<file path="config.mk">
export PLATFORM = sky130hd
export DESIGN_NAME = elgamal_encrypt_decrypt
export DESIGN_NICKNAME = d
export VERILOG_FILES = /design/src/rtl/elg_pkg.sv /design/src/rtl/elg_dpath.sv /design/src/rtl/elg_ctrl.sv /design/src/rtl/elgamal_encrypt_decrypt.sv
export SDC_FILE = /design/constraint.sdc
export NUM_CORES = 2
export LEC_CHECK = 0
export BUFFER_PORTS_ARGS = -buffer_cell sky130_fd_sc_hd__buf_4
export CAP_MARGIN = 20
export CORE_MARGIN = 2
export CORE_UTILIZATION = 40
export DETAILED_ROUTE_END_ITERATION = 8
export PLACE_DENSITY_LB_ADDON = 0.05
export RECOVER_POWER = 25
export SYNTH_ARGS = -nofsm -noshare
export SYNTH_HDL_FRONTEND = slang
export SYNTH_SLANG_ARGS = --single-unit
</file>
<file path="constraint.sdc">
create_clock -name clk -period 9.5 [get_ports clk]
set_input_delay 1.9 -clock clk [delete_from_list [all_inputs] [get_ports clk]]
set_output_delay 1.9 -clock clk [all_outputs]
set_load 0.02 [all_outputs]
</file>
<file path="src/rtl/elg_pkg.sv">
// ----------------------------------------------------------------------------
// elg_pkg: shared definitions for the ElGamal block
// Widths, register indexes, datapath opcodes, register ids and the
// command/status structs between controller and datapath.
// ----------------------------------------------------------------------------
`default_nettype none
package elg_pkg;

  // operand width used by the arithmetic (fields are used in their low WIDTH bits)
  localparam int WIDTH     = 32;
  localparam int FIELD_W   = 32;
  localparam int CNT_W     = $clog2(WIDTH);
  localparam int CFG_IDX_W = 2;

  // configuration register indexes
  localparam logic [CFG_IDX_W-1:0] CFG_MODULUS   = 2'd0;
  localparam logic [CFG_IDX_W-1:0] CFG_GENERATOR = 2'd1;
  localparam logic [CFG_IDX_W-1:0] CFG_PRIVKEY   = 2'd2;

  // configuration reset values
  localparam logic [FIELD_W-1:0] RST_MODULUS   = 32'd2147483647;
  localparam logic [FIELD_W-1:0] RST_GENERATOR = 32'd2;
  localparam logic [FIELD_W-1:0] RST_PRIVKEY   = 32'd1;

  // datapath opcodes
  localparam logic [3:0] OP_NOP      = 4'd0;
  localparam logic [3:0] OP_LOAD     = 4'd1;
  localparam logic [3:0] OP_CLEAR    = 4'd2;
  localparam logic [3:0] OP_MUL      = 4'd3;
  localparam logic [3:0] OP_DIV      = 4'd4;
  localparam logic [3:0] OP_POW_INIT = 4'd5;
  localparam logic [3:0] OP_EXP_SHR  = 4'd6;
  localparam logic [3:0] OP_COPY     = 4'd7;
  localparam logic [3:0] OP_EUC_INIT = 4'd8;
  localparam logic [3:0] OP_EUC_STEP = 4'd9;
  localparam logic [3:0] OP_FAIL     = 4'd10;

  // datapath register ids
  localparam logic [4:0] RID_Q    = 5'd0;
  localparam logic [4:0] RID_G    = 5'd1;
  localparam logic [4:0] RID_X    = 5'd2;
  localparam logic [4:0] RID_K    = 5'd3;
  localparam logic [4:0] RID_MSG  = 5'd4;
  localparam logic [4:0] RID_ACC  = 5'd5;
  localparam logic [4:0] RID_BASE = 5'd6;
  localparam logic [4:0] RID_Y    = 5'd7;
  localparam logic [4:0] RID_C1   = 5'd8;
  localparam logic [4:0] RID_C2   = 5'd9;
  localparam logic [4:0] RID_KR   = 5'd10;
  localparam logic [4:0] RID_RP   = 5'd11;
  localparam logic [4:0] RID_RC   = 5'd12;
  localparam logic [4:0] RID_TC   = 5'd13;
  localparam logic [4:0] RID_QUO  = 5'd14;
  localparam logic [4:0] RID_RN   = 5'd15;
  localparam logic [4:0] RID_PR   = 5'd16;
  localparam logic [4:0] RID_DEC  = 5'd17;

  typedef struct packed {
    logic [3:0] op;
    logic [4:0] a;
    logic [4:0] b;
    logic [4:0] dst;
  } elg_cmd_t;

  typedef struct packed {
    logic done;
    logic q_bad;
    logic exp_zero;
    logic exp_lsb;
    logic rc_zero;
    logic rc_one;
  } elg_stat_t;

endpackage
`default_nettype wire

</file>
<file path="src/rtl/elg_dpath.sv">
// ----------------------------------------------------------------------------
// elg_dpath: ElGamal datapath
// Working registers plus one bit-serial unit that does modular multiply
// (shift-add with reduction) or restoring division, one bit per cycle.
// ----------------------------------------------------------------------------
`default_nettype none
module elg_dpath (
  input  wire logic                          clk,
  input  wire logic                          rst_n,
  input  wire elg_pkg::elg_cmd_t             cmd,
  output elg_pkg::elg_stat_t                 stat,
  input  wire logic [elg_pkg::FIELD_W-1:0]   q_in,
  input  wire logic [elg_pkg::FIELD_W-1:0]   g_in,
  input  wire logic [elg_pkg::FIELD_W-1:0]   x_in,
  input  wire logic [elg_pkg::FIELD_W-1:0]   k_in,
  input  wire logic [elg_pkg::FIELD_W-1:0]   msg_in,
  output logic [elg_pkg::WIDTH-1:0]          y_o,
  output logic [elg_pkg::WIDTH-1:0]          c1_o,
  output logic [elg_pkg::WIDTH-1:0]          c2_o,
  output logic [elg_pkg::WIDTH-1:0]          kr_o,
  output logic [elg_pkg::WIDTH-1:0]          dec_o,
  output logic                               flag_o
);
  localparam int W = elg_pkg::WIDTH;
  localparam int CW = elg_pkg::CNT_W;
  localparam logic [CW-1:0] CNT_LAST = CW'(W - 1);

  logic [W-1:0] q_r, g_r, x_r, k_r, msg_r, acc_r, base_r, y_r, c1_r, c2_r, kr_r;
  logic [W-1:0] rp_r, rc_r, tp_r, tc_r, quo_r, rn_r, pr_r, dec_r, exp_r;
  logic         flag_r;

  // serial unit state
  logic          eng_busy_r, done_r, mode_r;
  logic [CW-1:0] cnt_r;
  logic [W-1:0]  s_r, d_r, eacc_r, equo_r;
  logic [4:0]    dst_r;

  logic [W-1:0] a_val, b_val;
  logic         eng_start, eng_last;

  // operand select
  function automatic logic [W-1:0] pick(input logic [4:0] id,
      input logic [W-1:0] q, g, x, k, m, acc, base, y, c1, c2, kr,
      input logic [W-1:0] rp, rc, tc, quo, pr);
    logic [W-1:0] v;
    case (id)
      elg_pkg::RID_Q:    v = q;
      elg_pkg::RID_G:    v = g;
      elg_pkg::RID_X:    v = x;
      elg_pkg::RID_K:    v = k;
      elg_pkg::RID_MSG:  v = m;
      elg_pkg::RID_ACC:  v = acc;
      elg_pkg::RID_BASE: v = base;
      elg_pkg::RID_Y:    v = y;
      elg_pkg::RID_C1:   v = c1;
      elg_pkg::RID_C2:   v = c2;
      elg_pkg::RID_KR:   v = kr;
      elg_pkg::RID_RP:   v = rp;
      elg_pkg::RID_RC:   v = rc;
      elg_pkg::RID_TC:   v = tc;
      elg_pkg::RID_QUO:  v = quo;
      elg_pkg::RID_PR:   v = pr;
      default:           v = '0;
    endcase
    return v;
  endfunction

  assign a_val = pick(cmd.a, q_r, g_r, x_r, k_r, msg_r, acc_r, base_r, y_r, c1_r, c2_r,
                      kr_r, rp_r, rc_r, tc_r, quo_r, pr_r);
  assign b_val = pick(cmd.b, q_r, g_r, x_r, k_r, msg_r, acc_r, base_r, y_r, c1_r, c2_r,
                      kr_r, rp_r, rc_r, tc_r, quo_r, pr_r);

  assign eng_start = (cmd.op == elg_pkg::OP_MUL) || (cmd.op == elg_pkg::OP_DIV);
  assign eng_last  = eng_busy_r && (cnt_r == CNT_LAST);

  // one step of the serial unit
  logic [W+1:0] mul_sum, m1, m2, q_ext;
  logic [W:0]   rem_ext, d_ext, rem_n;
  logic         ge;
  logic [W-1:0] eacc_nxt, equo_nxt;

  always_comb begin
    q_ext   = {2'b00, q_r};
    mul_sum = {1'b0, eacc_r, 1'b0} + (s_r[W-1] ? {2'b00, d_r} : '0);
    m1      = (mul_sum >= q_ext) ? mul_sum - q_ext : mul_sum;
    m2      = (m1 >= q_ext) ? m1 - q_ext : m1;
    rem_ext = {eacc_r, s_r[W-1]};
    d_ext   = {1'b0, d_r};
    ge      = (rem_ext >= d_ext);
    rem_n   = ge ? rem_ext - d_ext : rem_ext;
    eacc_nxt = mode_r ? rem_n[W-1:0] : m2[W-1:0];
    equo_nxt = {equo_r[W-2:0], ge};
  end

  // modular subtract for the Euclid coefficient
  logic [W:0] tsub;
  always_comb begin
    if (tp_r >= pr_r) tsub = {1'b0, tp_r} - {1'b0, pr_r};
    else              tsub = {1'b0, tp_r} + {1'b0, q_r} - {1'b0, pr_r};
  end

  // write port shared by serial-unit results and copies
  logic         wr_en;
  logic [4:0]   wr_id;
  logic [W-1:0] wr_val;
  always_comb begin
    wr_en  = 1'b0;
    wr_id  = cmd.dst;
    wr_val = a_val;
    if (eng_last) begin
      wr_en  = 1'b1;
      wr_id  = dst_r;
      wr_val = eacc_nxt;
    end else if (cmd.op == elg_pkg::OP_COPY) begin
      wr_en  = 1'b1;
    end
  end

  // control of the serial unit
  always_ff @(posedge clk) begin
    if (!rst_n) begin
      eng_busy_r <= 1'b0;
      done_r     <= 1'b0;
    end else begin
      done_r <= eng_last;
      if (eng_start)     eng_busy_r <= 1'b1;
      else if (eng_last) eng_busy_r <= 1'b0;
    end
  end

  // datapath registers
  always_ff @(posedge clk) begin
    if (eng_start) begin
      mode_r <= (cmd.op == elg_pkg::OP_DIV);
      s_r    <= (cmd.op == elg_pkg::OP_DIV) ? a_val : b_val;
      d_r    <= (cmd.op == elg_pkg::OP_DIV) ? b_val : a_val;
      eacc_r <= '0;
      equo_r <= '0;
      cnt_r  <= '0;
      dst_r  <= cmd.dst;
    end else if (eng_busy_r) begin
      s_r    <= {s_r[W-2:0], 1'b0};
      eacc_r <= eacc_nxt;
      equo_r <= equo_nxt;
      cnt_r  <= cnt_r + 1'b1;
    end
    if (eng_last && mode_r) quo_r <= equo_nxt;

    if (wr_en) begin
      case (wr_id)
        elg_pkg::RID_MSG:  msg_r  <= wr_val;
        elg_pkg::RID_ACC:  acc_r  <= wr_val;
        elg_pkg::RID_BASE: base_r <= wr_val;
        elg_pkg::RID_Y:    y_r    <= wr_val;
        elg_pkg::RID_C1:   c1_r   <= wr_val;
        elg_pkg::RID_C2:   c2_r   <= wr_val;
        elg_pkg::RID_KR:   kr_r   <= wr_val;
        elg_pkg::RID_RC:   rc_r   <= wr_val;
        elg_pkg::RID_TC:   tc_r   <= wr_val;
        elg_pkg::RID_RN:   rn_r   <= wr_val;
        elg_pkg::RID_PR:   pr_r   <= wr_val;
        elg_pkg::RID_DEC:  dec_r  <= wr_val;
        default: ;
      endcase
    end

    case (cmd.op)
      elg_pkg::OP_LOAD: begin
        q_r    <= q_in[W-1:0];
        g_r    <= g_in[W-1:0];
        x_r    <= x_in[W-1:0];
        k_r    <= k_in[W-1:0];
        msg_r  <= msg_in[W-1:0];
        dec_r  <= '0;
        flag_r <= 1'b0;
      end
      elg_pkg::OP_CLEAR: begin
        y_r    <= '0;
        c1_r   <= '0;
        c2_r   <= '0;
        kr_r   <= '0;
        dec_r  <= '0;
        flag_r <= 1'b1;
      end
      elg_pkg::OP_POW_INIT: begin
        acc_r <= W'(1);
        exp_r <= a_val;
      end
      elg_pkg::OP_EXP_SHR: exp_r <= {1'b0, exp_r[W-1:1]};
      elg_pkg::OP_EUC_INIT: begin
        rp_r <= q_r;
        rc_r <= kr_r;
        tp_r <= '0;
        tc_r <= W'(1);
      end
      elg_pkg::OP_EUC_STEP: begin
        rp_r <= rc_r;
        rc_r <= rn_r;
        tp_r <= tc_r;
        tc_r <= tsub[W-1:0];
      end
      elg_pkg::OP_FAIL: begin
        dec_r  <= '0;
        flag_r <= 1'b1;
      end
      default: ;
    endcase
  end

  // status back to the controller
  assign stat = '{done:     done_r,
                  q_bad:    (q_r[W-1:1] == '0),
                  exp_zero: (exp_r == '0),
                  exp_lsb:  exp_r[0],
                  rc_zero:  (rc_r == '0),
                  rc_one:   (rc_r == W'(1))};

  assign y_o    = y_r;
  assign c1_o   = c1_r;
  assign c2_o   = c2_r;
  assign kr_o   = kr_r;
  assign dec_o  = dec_r;
  assign flag_o = flag_r;

endmodule
`default_nettype wire

</file>
<file path="src/rtl/elg_ctrl.sv">
// ----------------------------------------------------------------------------
// elg_ctrl: ElGamal sequencer
// Walks the four exponentiations, the ciphertext product and the
// extended-Euclid inverse and decrypt product via datapath commands.
// ----------------------------------------------------------------------------
`default_nettype none
module elg_ctrl (
  input  wire logic               clk,
  input  wire logic               rst_n,
  input  wire logic               start,
  output logic                    busy,
  output logic                    done_strobe,
  output elg_pkg::elg_cmd_t       cmd,
  input  wire elg_pkg::elg_stat_t stat
);
  localparam logic [4:0] S_IDLE    = 5'd0;
  localparam logic [4:0] S_CHECK   = 5'd1;
  localparam logic [4:0] S_P_RED   = 5'd2;
  localparam logic [4:0] S_P_INIT  = 5'd3;
  localparam logic [4:0] S_P_TEST  = 5'd4;
  localparam logic [4:0] S_P_MULA  = 5'd5;
  localparam logic [4:0] S_P_SQ    = 5'd6;
  localparam logic [4:0] S_P_SHIFT = 5'd7;
  localparam logic [4:0] S_P_DONE  = 5'd8;
  localparam logic [4:0] S_MSG_RED = 5'd9;
  localparam logic [4:0] S_C2_MUL  = 5'd10;
  localparam logic [4:0] S_E_INIT  = 5'd11;
  localparam logic [4:0] S_E_TEST  = 5'd12;
  localparam logic [4:0] S_E_DIV   = 5'd13;
  localparam logic [4:0] S_E_MUL   = 5'd14;
  localparam logic [4:0] S_E_STEP  = 5'd15;
  localparam logic [4:0] S_E_INV   = 5'd16;
  localparam logic [4:0] S_E_FAIL  = 5'd17;
  localparam logic [4:0] S_WAIT    = 5'd18;
  localparam logic [4:0] S_FIN     = 5'd19;

  logic [4:0] state_r, state_nxt, ret_r, ret_nxt;
  logic [1:0] pow_r, pow_nxt;
  logic       strobe_r, strobe_nxt;
  logic [4:0] pow_base, pow_exp, pow_dst;

  // operands of each exponentiation: y, y^k, c1, shared key
  always_comb begin
    case (pow_r)
      2'd0:    begin pow_base = elg_pkg::RID_G;  pow_exp = elg_pkg::RID_X;
                     pow_dst = elg_pkg::RID_Y;   end
      2'd1:    begin pow_base = elg_pkg::RID_Y;  pow_exp = elg_pkg::RID_K;
                     pow_dst = elg_pkg::RID_ACC; end
      2'd2:    begin pow_base = elg_pkg::RID_G;  pow_exp = elg_pkg::RID_K;
                     pow_dst = elg_pkg::RID_C1;  end
      default: begin pow_base = elg_pkg::RID_C1; pow_exp = elg_pkg::RID_X;
                     pow_dst = elg_pkg::RID_KR;  end
    endcase
  end

  // next state and command
  always_comb begin
    state_nxt  = state_r;
    ret_nxt    = ret_r;
    pow_nxt    = pow_r;
    strobe_nxt = 1'b0;
    cmd        = '{op: elg_pkg::OP_NOP, a: elg_pkg::RID_Q, b: elg_pkg::RID_Q,
                   dst: elg_pkg::RID_Q};
    case (state_r)
      S_IDLE: begin
        if (start) begin
          cmd.op    = elg_pkg::OP_LOAD;
          pow_nxt   = 2'd0;
          state_nxt = S_CHECK;
        end
      end
      S_CHECK: begin
        if (stat.q_bad) begin
          cmd.op    = elg_pkg::OP_CLEAR;
          state_nxt = S_FIN;
        end else begin
          state_nxt = S_P_RED;
        end
      end
      // base mod q
      S_P_RED: begin
        cmd       = '{op: elg_pkg::OP_DIV, a: pow_base, b: elg_pkg::RID_Q,
                      dst: elg_pkg::RID_BASE};
        ret_nxt   = S_P_INIT;
        state_nxt = S_WAIT;
      end
      S_P_INIT: begin
        cmd.op    = elg_pkg::OP_POW_INIT;
        cmd.a     = pow_exp;
        state_nxt = S_P_TEST;
      end
      S_P_TEST: begin
        if (stat.exp_zero)     state_nxt = S_P_DONE;
        else if (stat.exp_lsb) state_nxt = S_P_MULA;
        else                   state_nxt = S_P_SQ;
      end
      S_P_MULA: begin
        cmd       = '{op: elg_pkg::OP_MUL, a: elg_pkg::RID_ACC, b: elg_pkg::RID_BASE,
                      dst: elg_pkg::RID_ACC};
        ret_nxt   = S_P_SQ;
        state_nxt = S_WAIT;
      end
      S_P_SQ: begin
        cmd       = '{op: elg_pkg::OP_MUL, a: elg_pkg::RID_BASE, b: elg_pkg::RID_BASE,
                      dst: elg_pkg::RID_BASE};
        ret_nxt   = S_P_SHIFT;
        state_nxt = S_WAIT;
      end
      S_P_SHIFT: begin
        cmd.op    = elg_pkg::OP_EXP_SHR;
        state_nxt = S_P_TEST;
      end
      S_P_DONE: begin
        cmd       = '{op: elg_pkg::OP_COPY, a: elg_pkg::RID_ACC, b: elg_pkg::RID_Q,
                      dst: pow_dst};
        pow_nxt   = pow_r + 2'd1;
        case (pow_r)
          2'd1:    state_nxt = S_MSG_RED;
          2'd3:    state_nxt = S_E_INIT;
          default: state_nxt = S_P_RED;
        endcase
      end
      S_MSG_RED: begin
        cmd       = '{op: elg_pkg::OP_DIV, a: elg_pkg::RID_MSG, b: elg_pkg::RID_Q,
                      dst: elg_pkg::RID_MSG};
        ret_nxt   = S_C2_MUL;
        state_nxt = S_WAIT;
      end
      S_C2_MUL: begin
        cmd       = '{op: elg_pkg::OP_MUL, a: elg_pkg::RID_ACC, b: elg_pkg::RID_MSG,
                      dst: elg_pkg::RID_C2};
        ret_nxt   = S_P_RED;
        state_nxt = S_WAIT;
      end
      // extended Euclid, coefficient kept mod q
      S_E_INIT: begin
        cmd.op    = elg_pkg::OP_EUC_INIT;
        state_nxt = S_E_TEST;
      end
      S_E_TEST: begin
        if (stat.rc_zero)     state_nxt = S_E_FAIL;
        else if (stat.rc_one) state_nxt = S_E_INV;
        else                  state_nxt = S_E_DIV;
      end
      S_E_DIV: begin
        cmd       = '{op: elg_pkg::OP_DIV, a: elg_pkg::RID_RP, b: elg_pkg::RID_RC,
                      dst: elg_pkg::RID_RN};
        ret_nxt   = S_E_MUL;
        state_nxt = S_WAIT;
      end
      S_E_MUL: begin
        cmd       = '{op: elg_pkg::OP_MUL, a: elg_pkg::RID_QUO, b: elg_pkg::RID_TC,
                      dst: elg_pkg::RID_PR};
        ret_nxt   = S_E_STEP;
        state_nxt = S_WAIT;
      end
      S_E_STEP: begin
        cmd.op    = elg_pkg::OP_EUC_STEP;
        state_nxt = S_E_TEST;
      end
      S_E_INV: begin
        cmd       = '{op: elg_pkg::OP_MUL, a: elg_pkg::RID_C2, b: elg_pkg::RID_TC,
                      dst: elg_pkg::RID_DEC};
        ret_nxt   = S_FIN;
        state_nxt = S_WAIT;
      end
      S_E_FAIL: begin
        cmd.op    = elg_pkg::OP_FAIL;
        state_nxt = S_FIN;
      end
      S_WAIT: begin
        if (stat.done) state_nxt = ret_r;
      end
      S_FIN: begin
        strobe_nxt = 1'b1;
        state_nxt  = S_IDLE;
      end
      default: state_nxt = S_IDLE;
    endcase
  end

  always_ff @(posedge clk) begin
    if (!rst_n) begin
      state_r  <= S_IDLE;
      ret_r    <= S_IDLE;
      pow_r    <= 2'd0;
      strobe_r <= 1'b0;
    end else begin
      state_r  <= state_nxt;
      ret_r    <= ret_nxt;
      pow_r    <= pow_nxt;
      strobe_r <= strobe_nxt;
    end
  end

  assign busy        = (state_r != S_IDLE);
  assign done_strobe = strobe_r;

endmodule
`default_nettype wire

</file>
<file path="src/rtl/elgamal_encrypt_decrypt.sv">
// ----------------------------------------------------------------------------
// elgamal_encrypt_decrypt: ElGamal encrypt and decrypt
// Per request: public key, ciphertext pair, shared key and decrypted message.
// ----------------------------------------------------------------------------
// A request is taken when start is high and busy is low. The result comes
// soonest for a modulus below two and latest for full-width exponents
// and a long Euclid run; it shows on the out_ ports for exactly one
// cycle with out_valid high; it cannot be held off and must be taken then.
// The run time is set by one bit-serial multiply/divide unit that all
// steps share: each modular product or remainder costs WIDTH steps and a
// handoff; a request runs four square-and-multiply passes (a reduction of
// the base, then a square per exponent bit up to its highest set bit and
// a product per set bit) and one Euclid pass of a division and a product
// per step. A new request may be given in the cycle that shows out_valid.
// Configuration writes are always ready.
`default_nettype none
module elgamal_encrypt_decrypt (
  input  wire logic                              clk,
  input  wire logic                              rst_n,
  input  wire logic                              start,
  output logic                                   busy,
  input  wire logic [elg_pkg::FIELD_W-1:0]       in_ephemeral_key,
  input  wire logic [elg_pkg::FIELD_W-1:0]       in_message,
  output logic                                   out_valid,
  output logic [elg_pkg::FIELD_W-1:0]            out_public_key,
  output logic [elg_pkg::FIELD_W-1:0]            out_cipher_first,
  output logic [elg_pkg::FIELD_W-1:0]            out_cipher_second,
  output logic [elg_pkg::FIELD_W-1:0]            out_shared_key,
  output logic [elg_pkg::FIELD_W-1:0]            out_decrypted,
  output logic                                   out_no_inverse,
  input  wire logic                              cfg_valid,
  output logic                                   cfg_ready,
  input  wire logic [elg_pkg::CFG_IDX_W-1:0]     cfg_index,
  input  wire logic [elg_pkg::FIELD_W-1:0]       cfg_data
);
  logic [elg_pkg::FIELD_W-1:0] modulus_r, generator_r, privkey_r;
  elg_pkg::elg_cmd_t  cmd;
  elg_pkg::elg_stat_t stat;
  logic [elg_pkg::WIDTH-1:0] y_w, c1_w, c2_w, kr_w, dec_w;
  logic flag_w;

  // configuration registers
  assign cfg_ready = 1'b1;
  always_ff @(posedge clk) begin
    if (!rst_n) begin
      modulus_r   <= elg_pkg::RST_MODULUS;
      generator_r <= elg_pkg::RST_GENERATOR;
      privkey_r   <= elg_pkg::RST_PRIVKEY;
    end else if (cfg_valid) begin
      case (cfg_index)
        elg_pkg::CFG_MODULUS:   modulus_r   <= cfg_data;
        elg_pkg::CFG_GENERATOR: generator_r <= cfg_data;
        elg_pkg::CFG_PRIVKEY:   privkey_r   <= cfg_data;
        default: ;
      endcase
    end
  end

  elg_ctrl u_ctrl (
    .clk         (clk),
    .rst_n       (rst_n),
    .start       (start),
    .busy        (busy),
    .done_strobe (out_valid),
    .cmd         (cmd),
    .stat        (stat)
  );

  elg_dpath u_dpath (
    .clk    (clk),
    .rst_n  (rst_n),
    .cmd    (cmd),
    .stat   (stat),
    .q_in   (modulus_r),
    .g_in   (generator_r),
    .x_in   (privkey_r),
    .k_in   (in_ephemeral_key),
    .msg_in (in_message),
    .y_o    (y_w),
    .c1_o   (c1_w),
    .c2_o   (c2_w),
    .kr_o   (kr_w),
    .dec_o  (dec_w),
    .flag_o (flag_w)
  );

  assign out_public_key    = elg_pkg::FIELD_W'(y_w);
  assign out_cipher_first  = elg_pkg::FIELD_W'(c1_w);
  assign out_cipher_second = elg_pkg::FIELD_W'(c2_w);
  assign out_shared_key    = elg_pkg::FIELD_W'(kr_w);
  assign out_decrypted     = elg_pkg::FIELD_W'(dec_w);
  assign out_no_inverse    = flag_w;

endmodule
`default_nettype wire

</file>
==> impl_metrics.yaml <==
clock_network:
  path_clk_slew_ns: 0.06
  clock_sinks: 890
  cts_tree: "yes"
  cts_root_buf: "clkbuf_16"
  ctsHoldBuffers: 0
  max-clock-path-buffers: 3
  h-tree-depth: 3
  cts_made_buffers: 101
  worstSkewPairLatency_ns: 0.74
placement:
  dpl.hpwl_mm: 188
  io_buffers: 264
  routabilityCongestion: 0.971
  dpl_cell_area_mm2: 0.0541
route:
  first_pass_iters: 9
  wl_met2_mm: 105
  wirelength_mm: 251
  vias: 45342
  drc: 0
  wl_met3_mm: 26.8
  viasPerCell: 6.28
  highest_layer: "met5"
  drt-initial-drc-count: 6901
  wl_met1_mm: 102
  ant_nets: 0
  routedWlPerCell_um: 34.7
logic_synthesis:
  synth_area_leaders: "edfxtp_1 (32%), dfxtp_1 (15%), nand2_1 (5.1%), ha_1 (5.0%), a21oi_1 (4.2%)"
  syn_inst: 5212
  synthArstFlopShare_pct: 0
  synthDominantCellAreaShare_pct: 31.6
  synth.avg_cell_area_um2: 9.46
  syn-num-nets: 5548
  synth.distinct_cells: 105
  synth_edf_count: 519
  ys_seq_elements: 890
  synth_ff_type: "edfxtp_1"
  ys_seq_area_share_pct: 46.7
  synth_warnings: 0
  synth_area_mm2: 0.0493
  synth_top_cell_by_area: "edfxtp_1"
outcome:
  status: "complete, but fails checks"
  failed_checks: "max-capacitance violations, max-slew violations"
timing:
  slew_headroom_pct: -124
  fin_crit_ns: 9.11
  slew_violations: 380
  setup-violations-final: 0
  period_share_pct: 95.9
  setup_tns_ns: 0
  max_freq_mhz: 110
  finalHoldViolations: 0
  finClkSkew_ns: 0.0696
  worst_pin_slew_ns: 3.36
worst_setup_path:
  cp.required_ns: 9.95
  cp.arrival_ns: 9.56
  crit_type: "reg2reg"
  crit_buf_inv: 7
  crit_family: "compound AO/OA/AOI/OAI gates"
  slowest_stage: "or4_1"
  cp_max_fo: 19
  cp-end-kind: "register"
  critPathLaunchType: "register"
  slowest_delay_ns: 0.62
  crit_path_frequent_cell: "buf_4"
die:
  rows: 128
  start_util_pct: 40.4
  io_pins: 266
  core_mm2: 0.122
  die_y_um: 355
  die-area_mm2: 0.126
  die_w_um: 355
power_and_ir_drop:
  p_sw_mw: 11.6
  pwr-share-clk_pct: 17.1
  peakVddDrop_v: 0.000321
  power_mw: 23.4
  power_density_mw_per_mm2: 408
  switching_share_pct: 49.4
  cell_internal_pwr_mw: 11.9
  p_leak_nw: 22.5
  pwr-share-seq_pct: 23.2
  comb_power_share_pct: 59.7
global_routing:
  grt.total_usage_pct: 38.6
  first_global_vias: 41976
  antenna_found_initial: 14
  grt_pass1_wl_mm: 340
  overflow: 0
  grt_max_degree: 73
hold_path:
  min_path_type: "reg2reg"
final_layout:
  layout_common_cells: "nand2_1 (665), edfxtp_1 (519), buf_4 (434)"
  area_delta_synth_final_pct: 16.7
  final_nets: 5831
  final_layout_size_suffix_gt1_share_pct: 13.7
  layout_commonest_cell: "nand2_1"
  stdcell_area_mm2: 0.0575
job:
  maxCapViolations: 8
[Yosys cell counts, drive strengths merged, types with 37 or more instances]
cell type and number:
a21boi 69, nand3 210, ha 198, a221o 59, clkbuf 246, inv 285, nand4 48, xor2 52
edfxtp 519, o21ai 305, a21oi 416, mux2i 90, buf 65, nor4 37, o211ai 42, nor2 337
nor2b 37, dfxtp 371, a21o 95, a22oi 138, nor3 61, a211oi 41, and2 79, nand2 667
xnor2 103, o31ai 68
[worst reg2reg max path: cells and delay by family, from the launching register on]
kind | cells | cell delay [ns]
AOI/OAI and AO/OA | 14 | 3.63
and+or+nand+nor | 10 | 1.83
buffers and inverters | 7 | 1.40
adders and majority gates | 3 | 1.22
DFF | 1 | 0.43
xor gates and xnor gates | 1 | 0.33
[routing by layer]
layer	up-vias	track usage [%]
met4	4	22.0
met1	22416	52.2
met5	-	0
li1	19769	-
met2	2679	56.7
met3	474	8.94
[power by group through the flow]
stage	registers [mW]	logic, mW	clock network (mW)
5_1_grt	5.45	14.7	4.16
6_report	5.44	14.0	4.01
4_1_cts	5.40	13.5	4.03
3_5_place_dp	5.48	13.5	0
3_3_place_gp	5.48	13.6	0
2_1_floorplan	5.27	7.80	0
[metrics by stage]
step | instances | util (%) | hold WS (ns) | setup slack (ns)
finish | 7219 | 47.1 | 0.402 | 0.394
CTS | 7204 | 47.1 | 0.398 | 0.233
global placement | 7012 | 44.3 | 0.412 | 0.322
floorplan | 5212 | - | 0.408 | 1.37
global route | 7208 | 47.1 | 0.412 | -0.0122
detailed placement | 7013 | 44.3 | 0.412 | 0.270
[path summary, 6_finish.rpt]
kind	from	end	slack, ns	depth (start not counted)
max reg2reg	u_dpath.s_r[31]$_DFFE_PP_	u_dpath.msg_r[15]$_DFFE_PP_	0.39	35
min	privkey_r[7]$_SDFFE_PN0P_	u_dpath.x_r[7]$_DFFE_PP_	0.40	0
min reg2reg	privkey_r[7]$_SDFFE_PN0P_	u_dpath.x_r[7]$_DFFE_PP_	0.40	0
max	u_dpath.s_r[31]$_DFFE_PP_	u_dpath.msg_r[15]$_DFFE_PP_	0.39	35
[cells by family (layout without fill, tap and decap cells)]
| family | count (synthesis) | in the layout | share of synthesized area (%) |
|---|---|---|---|
| AOI/OAI and AO/OA | 1576 | 1577 | 21.7 |
| xor gates and xnor gates | 155 | 155 | 2.75 |
| adders and majority gates | 234 | 234 | 6.49 |
| buffers and inverters | 600 | 970 | 4.71 |
| DFF | 890 | 890 | 46.7 |
| muxes | 108 | 108 | 2.26 |
| other | 1 | 12 | 0.00761 |
| and+or+nand+nor | 1648 | 1648 | 15.4 |
[cell type report]
type,count,area (um^2)
Clock inverter,45,518
Multi-Input combinational cell,3723,24200
Sequential cell,890,23000
Antenna cell,11,27.5
Timing Repair Buffer,490,3810
Clock buffer,146,2830
Inverter,289,1090
Fill cell,11861,64500
Tap cell,1625,2030
[what timing repair did]
item	4_1_cts	5_1_grt
resized for setup	0	15
setup buffers	0	1
endpoints found under the setup margin	0	155
(Power assumes the default switching activity.)
